<file path="src/rtl/mfb_pkg.sv">
// ----------------------------------------------------------------------------
// mfb_pkg
// shared types and constants of the mel filterbank accumulate unit
// ----------------------------------------------------------------------------
package mfb_pkg;

	localparam int MAX_BINS_DEF     = 256;
	localparam int MAX_FILTERS_DEF  = 32;

	localparam int FC_W             = 6;
	localparam logic [FC_W-1:0] FILTER_COUNT_RST = 6'd23;
	localparam int CNT_W            = 7;

	localparam int ADDR_W           = 8;
	localparam int POWER_W          = 32;
	localparam int WEIGHT_W         = 16;
	localparam int FILT_W           = 5;
	localparam int PROD_W           = 48;
	localparam int ACC_W            = 58;
	localparam int ACC_SHIFT        = 15;
	localparam int ENERGY_W         = 48;

	localparam int S_DATA_W         = 80;
	localparam int M_DATA_W         = 56;

	// operation carried on the input tuser
	typedef enum logic {
		OP_TABLE_WRITE = 1'b0,
		OP_SAMPLE      = 1'b1
	} mel_op_t;

	// weight table entry, first filter in the lowest bits
	typedef struct packed {
		logic                use_next;
		logic                use_first;
		logic [WEIGHT_W-1:0] weight_next;
		logic [WEIGHT_W-1:0] weight_first;
		logic [FILT_W-1:0]   first_filter;
	} wt_entry_t;

	typedef struct packed {
		logic rd;
		logic wr;
		logic clr;
	} acc_ctl_t;

	typedef enum logic [2:0] {
		ST_IDLE,
		ST_ENTRY,
		ST_ADD1,
		ST_ADD2,
		ST_FRD,
		ST_FLD
	} state_t;

endpackage

</file>
<file path="src/rtl/mfb_acc_unit.sv">
// ----------------------------------------------------------------------------
// mfb_acc_unit
// accumulator memory with per-entry valid bits and saturating add on write
// ----------------------------------------------------------------------------
module mfb_acc_unit #(
	parameter int MAX_FILTERS = mfb_pkg::MAX_FILTERS_DEF,
	localparam int AW = (MAX_FILTERS > 1) ? $clog2(MAX_FILTERS) : 1
) (
	input  logic                        clk,
	input  logic                        arst_n,
	input  mfb_pkg::acc_ctl_t           ctl,
	input  logic [AW-1:0]               rd_addr,
	input  logic [AW-1:0]               wr_addr,
	input  logic [mfb_pkg::PROD_W-1:0]  addend,
	output logic [mfb_pkg::ACC_W-1:0]   rd_data
);

	localparam int ACC_W = mfb_pkg::ACC_W;

	logic [ACC_W-1:0]       mem [MAX_FILTERS];
	logic [ACC_W-1:0]       rdata_q;
	logic                   rvalid_q;
	logic [MAX_FILTERS-1:0] valid_q;
	logic [ACC_W:0]         sum;
	logic [ACC_W-1:0]       sum_sat;

	// an entry not written since reset or flush reads as zero
	assign rd_data = rvalid_q ? rdata_q : '0;
	assign sum     = {1'b0, rd_data} + (ACC_W+1)'(addend);
	assign sum_sat = sum[ACC_W] ? '1 : sum[ACC_W-1:0];

	always_ff @(posedge clk) begin
		if (ctl.rd) begin
			rdata_q <= mem[rd_addr];
		end
		if (ctl.wr) begin
			mem[wr_addr] <= sum_sat;
		end
	end

	always_ff @(posedge clk or negedge arst_n) begin
		if (!arst_n) begin
			rvalid_q <= 1'b0;
			valid_q  <= '0;
		end else begin
			if (ctl.rd) begin
				rvalid_q <= valid_q[rd_addr];
			end
			if (ctl.wr) begin
				valid_q[wr_addr] <= 1'b1;
			end else if (ctl.clr) begin
				valid_q[wr_addr] <= 1'b0;
			end
		end
	end

endmodule

</file>
<file path="config.mk">
export PLATFORM = sky130hd
export DESIGN_NAME = mfb_acc_unit
export DESIGN_NICKNAME = d
export VERILOG_FILES = /design/src/rtl/mfb_pkg.sv /design/src/rtl/mfb_acc_unit.sv
export SDC_FILE = /design/constraint.sdc
export NUM_CORES = 2
export LEC_CHECK = 0
export ABC_CLOCK_PERIOD_IN_PS = 4400
export BUFFER_PORTS_ARGS = -buffer_cell sky130_fd_sc_hd__buf_2
export CAP_MARGIN = 5
export CORE_ASPECT_RATIO = 2
export CORE_MARGIN = 3
export CORE_UTILIZATION = 47
export DETAILED_ROUTE_END_ITERATION = 8
export PLACE_DENSITY = 0.72
export SYNTH_ARGS = -nofsm -noshare
export SYNTH_HDL_FRONTEND = slang
export SYNTH_SLANG_ARGS = --single-unit
</file>
<file path="constraint.sdc">
create_clock -name clk -period 4.4 [get_ports clk]
set_input_delay 0.22 -clock clk [delete_from_list [all_inputs] [get_ports clk]]
set_output_delay 0.22 -clock clk [all_outputs]
set_load 0.02 [all_outputs]
</file>
Word level (Yosys, flattened, before mapping)
Memory sizes are Yosys's and may differ from the RTL's. A register that Yosys moved wholly into a read port is not among the register bits.
Index checks and enable logic that the tools add are counted.
Word-level totals
  memories kept: 1
  RAM bits: 1856
  output and inout port bits: 58
  flip-flop bits (word level): 33
  logic and storage cells: 22
Operators by class
  reductions and logical operators: 2
  multiplexer cells: 10
  add/sub/neg operators: 1
  bitwise gates (word level): 3
  $lt $le $gt $ge: 3
Memory list
  mem: words 32, bits a word 58, rd ports 1, clocked after Yosys merged registers in 1, write ports 1, line mfb_acc_unit.sv:20  | logic [ACC_W-1:0] mem [MAX_FILTERS];
Operators by type and width (count)
  58-bit 2-to-1 mux: 2
  32-bit 2-to-1 mux: 2
  58-bit by 48-bit adder with 59-bit output: 1
  32-bit AND: 1
  32-bit inverter: 1
  32-bit bitwise OR: 1
  5-bit by 6-bit < comparator with 1-bit output (second input constant): 2
  1-bit binary-select mux with 5-bit select: 1
  1-bit demux with 5-bit select: 1
  5-bit by 1-bit >= comparator with 1-bit output (second input constant): 1
  1-bit 2-to-1 mux: 4
  2-bit nonzero test: 1
  1-bit logical AND: 1

Logic depth before layout (Yosys ltp)
  word-level depth: 8
  gate-level depth with buffers: 16

Worst setup path after synthesis
Ideal clock, no wire load.
  path kind: reg2reg
  start point: reg rvalid_q
  end point: mem mem[0][47] (data pin)
  library setup time: 0.385 ns
  cell stages (with the launch flop): 14
  clock period less this slack: 4.416 ns
  path slack: -0.016 ns
  arrival: 4.031 ns
  required time: 4.015 ns
  cell sequence: dfrtp_1 -> clkbuf_1 -> clkbuf_1 -> and2_1 -> ha_1 -> a211oi_1 -> o211ai_1 -> a31oi_1 -> o22ai_1 -> or3_1 -> nand2_1 -> o31ai_1 -> a31oi_1 -> mux2i_1
On the way
  longest elaborated chain between the ends: 3
RTL lines
  start, declared: line mfb_acc_unit.sv:22  | logic rvalid_q;
  start signal, assigned: line mfb_acc_unit.sv:47  | rvalid_q <= valid_q[rd_addr];
  58-bit 2-to-1 mux: line mfb_acc_unit.sv:28  | assign rd_data = rvalid_q ? rdata_q : '0;
  via rd_data (one bit): line mfb_acc_unit.sv:15  | output logic [mfb_pkg::ACC_W-1:0] rd_data
  58-bit by 48-bit adder with 59-bit output: line mfb_acc_unit.sv:29  | assign sum = {1'b0, rd_data} + (ACC_W+1)'(addend);
  58-bit 2-to-1 mux: line mfb_acc_unit.sv:30  | assign sum_sat = sum[ACC_W] ? '1 : sum[ACC_W-1:0];
  via sum_sat[47]: line mfb_acc_unit.sv:25  | logic [ACC_W-1:0] sum_sat;
  end, declared: line mfb_acc_unit.sv:20
The timed path passes the listed nets, and every way through them passes these cells.

Worst setup path after layout
  start point: reg rvalid_q
  end point: mem mem[0][53] (data pin)
On the way
  longest elaborated chain between the ends: 3
RTL lines (line)
  58-bit 2-to-1 mux: mfb_acc_unit.sv:28
  58-bit by 48-bit adder with 59-bit output: mfb_acc_unit.sv:29
  58-bit 2-to-1 mux: mfb_acc_unit.sv:30
  via sum_sat[53]: mfb_acc_unit.sv:25
The timed path passes the listed nets, and every way through them passes these cells.

==> metrics.md <==
| Metric | Value |
|---|---|
| Status | `finished clean` |
| Most numerous cell in the Yosys netlist | `edfxtp_1` |
| Overflow after GRT | `0` |
| Core ar. | `0.162 mm2` |
| Initial antenna violation count | `5` |
| Post-CTS setup buffer count | `0` |
| Vias in the first global route | `approximately 40000` |
| Post-synthesis sequential area ratio | `0.757` |
| Initial Util | `0.474` |
| Most area-consuming cells after synthesis | `edfxtp_1 75%, mux4_2 17%, dfrtp_1 1.1%` |
| TNS Setup | `0 ns` |
| Worst Max-Slew Pin Slew | `1.12 ns` |
| Mapped Nets | `around 3600` |
| Core Util, Final | `0.538` |
| Dpl hpwl | `around 120 mm` |
| Vias per inst | `roughly 6.4` |
| Element type at the critical path end | `register` |
| First-pass GRT wire length | `294 mm` |
| Nets | `3876` |
| Yosys reg bits | `1947` |
| Top cells by count, synth | `1914 x edfxtp_1, 590 x mux4_2, 132 x clkbuf_1` |
| Max Clk Rate | `roughly 240 MHz` |
| ANT nets after route | `0` |
| Warnings from Yosys | `0` |
| Fraction of registers with async set/reset | `0.0169` |
| Lkg Pwr | `0.0279 uW` |
| Chip Width | `292 um` |
| WHS | `0.0555 ns` |
| Cell accounting for the most synthesized area | `edfxtp_1` |
| Mapped Cells | `3439` |
| Critical Path AT | `~4.8 ns` |
| Part of the cycle the worst path needs | `0.958` |
| Syn-to-layout area delta | `13.5%` |
| Slew margin rel. | `0.248` |
| Final Hold Fails | `0` |
| Setup crit start kind | `register` |
| Tmin final | `4.21 ns` |
| CTS tree | `done` |
| IO Pins | `121` |
| Avg Cell Area, Syn | `22.4 um2` |
| Final setup viols | `0` |
| # DRC | `0` |
| Die area | `0.169 mm2` |
| Clock Sinks | `1947` |
| GRT Total Usage | `0.247` |
| Drt total wl | `207 mm` |
| Number of flops mapped to enable cells by yosys | `between 1500 and 2000` |
| Pwr dens | `481 mW/mm2` |
| Max Clock Skew | `between 0.06 and 0.07 ns` |
| CTS H-tree lvls | `4` |
| Reg clk slew, reported paths | `approximately 0.070 ns` |
| Num CTS Buffers | `approximately 160` |
| Placed Cells | `~5700` |
| Worst skew pair latency | `0.82 ns` |
| Yosys top cell area share | `0.746` |
| Largest net degree at the start of global routing | `80` |
| Initial drt markers | `about 5400` |
| Avg WL per Cell | `34.5 um` |
| Port buffer count | `120` |
| TritonRoute pass-1 iters | `6` |
| Clock Tree Buf Depth | `4` |
| CP Data Required Time | `4.96 ns` |
| Final max-slew violation count | `0` |
| Routability Congestion | `0.901` |
| Non-Filler Instances | `5990` |
| # rows | `209` |
| Layout cells sized above 1 | `0.326` |
| CTS Root Cell | `clkbuf_16` |
| WS Path Type | `reg2reg` |
| Die Ht | `between 500 and 600 um` |
| Mapped cell area | `0.0770 mm2` |
| RSZ-0062 raised after global routing | `no` |
| Via count | `38600` |
| CP Max Fanout | `32` |
| Hold Path Class | `in2reg` |
| Netlist cell types | `58` |
| Peak supply drop | `around 330 uV` |
| Max-Cap Viols | `0` |
| Prevailing post-synth register cell | `edfxtp_1` |
-- report_power, final --
group          total (uW)  switching (uW)  internal, uW
combinational        5210            3580          1630
clock               14200            6400          7760
sequential          22700             124         22500
-- metrics by stage --
step | instance area [um2] | setup WS, ns | total power, uW
floorplan | 77000 | 0.0804 | 26100
detailed placement | 82200 | -0.00354 | 28300
finish | 87400 | 0.186 | 42000
global placement | 82200 | 0.0566 | 28000
global route | 87400 | 0.00394 | 43300
CTS | 87300 | 0.0204 | 42200
-- cells in the final DEF, fill, tap and decap left out, types with 15 or more instances in the layout --
master / count
buf_2: 114
nor2_1: 41
nand3_1: 20
clkbuf_1: 24
dfrtp_1: 32
o21ai_0: 90
ha_1: 48
nand2_1: 97
xnor2_1: 25
mux2_2: 59
buf_4: 159
edfxtp_1: 1914
clkinv_1: 26
clkinv_2: 25
bufinv_16: 17
inv_1: 15
mux4_2: 590
clkbuf_16: 161
a21oi_1: 57
buf_12: 60
nor2_4: 32
and2_1: 54
xor2_1: 18
a21o_1: 19
-- sequential cells by signal, summed over array words and instances, names as in the netlist, named ones only --
name      flops
rdata_q      58
mem        1856
rvalid_q      1
-- final timing paths --
path	from	to	slack, ns	depth (start not counted)
min in group asynchronous	arst_n	rvalid_q	0.07	2
max reg2reg	rvalid_q	mem[0][53]	0.19	15
min	ctl[0]	register	0.06	4
max in group asynchronous	arst_n	rvalid_q	3.78	2
max	rvalid_q	mem[0][53]	0.19	15
min reg2reg	register	register	0.52	2
-- cell families (layout without fill, tap and decap cells) --
group,Yosys count,count (layout),share of synthesized area
compound gates,240,240,0.0188
xor+xnor,43,43,0.00489
fa+ha+maj,49,49,0.00806
buf+inv,193,630,0.00978
flops,1947,1947,0.757
mux,654,654,0.182
other cells,0,4,0
simple gates,313,313,0.0197
-- layer usage --
metal / routed length, um / vias up / global-route usage / part of all wire
met4: 9560 / 4 / 0.101 / 0.046
li1: - / 15200 / - / -
met5: 26 / - / 0 / 0.00013
met2: 104000 / 2298 / 0.414 / 0.50
met1: 73200 / 20700 / 0.323 / 0.35
met3: 19900 / 442 / 0.0429 / 0.096
-- critical path, cell delays in order (launching register included) --
cell,delay (ns)
dfrtp_2,0.43
buf_12,0.16
buf_4,0.20
and2_1,0.17
ha_1,0.35
nand2_1,0.11
o21ai_0,0.45
a31oi_1,0.18
a21oi_1,0.29
o21ai_1,0.18
a21oi_2,0.35
a31oi_1,0.15
buf_4,0.17
nor3_1,0.24
mux2i_2,0.24
buf_4,0.31
-- cell type report --
class,count,area [um2]
fill,11900,75000
sequential,1947,58300
multi-input combinational,1299,18300
clock buffer,187,4150
timing repair buffer,342,3070
tap,2110,2640
clock inverter,86,893
inverter,15,56.3
antenna,4,10.0
-- what timing repair did --
item / CTS / global route
endpoints found under the hold margin: 67 / 0
resized for setup: 1 / 8
setup endpoints to repair: 8 / 289
hold buffers: 5 / 0
(Power assumes the default switching activity.)
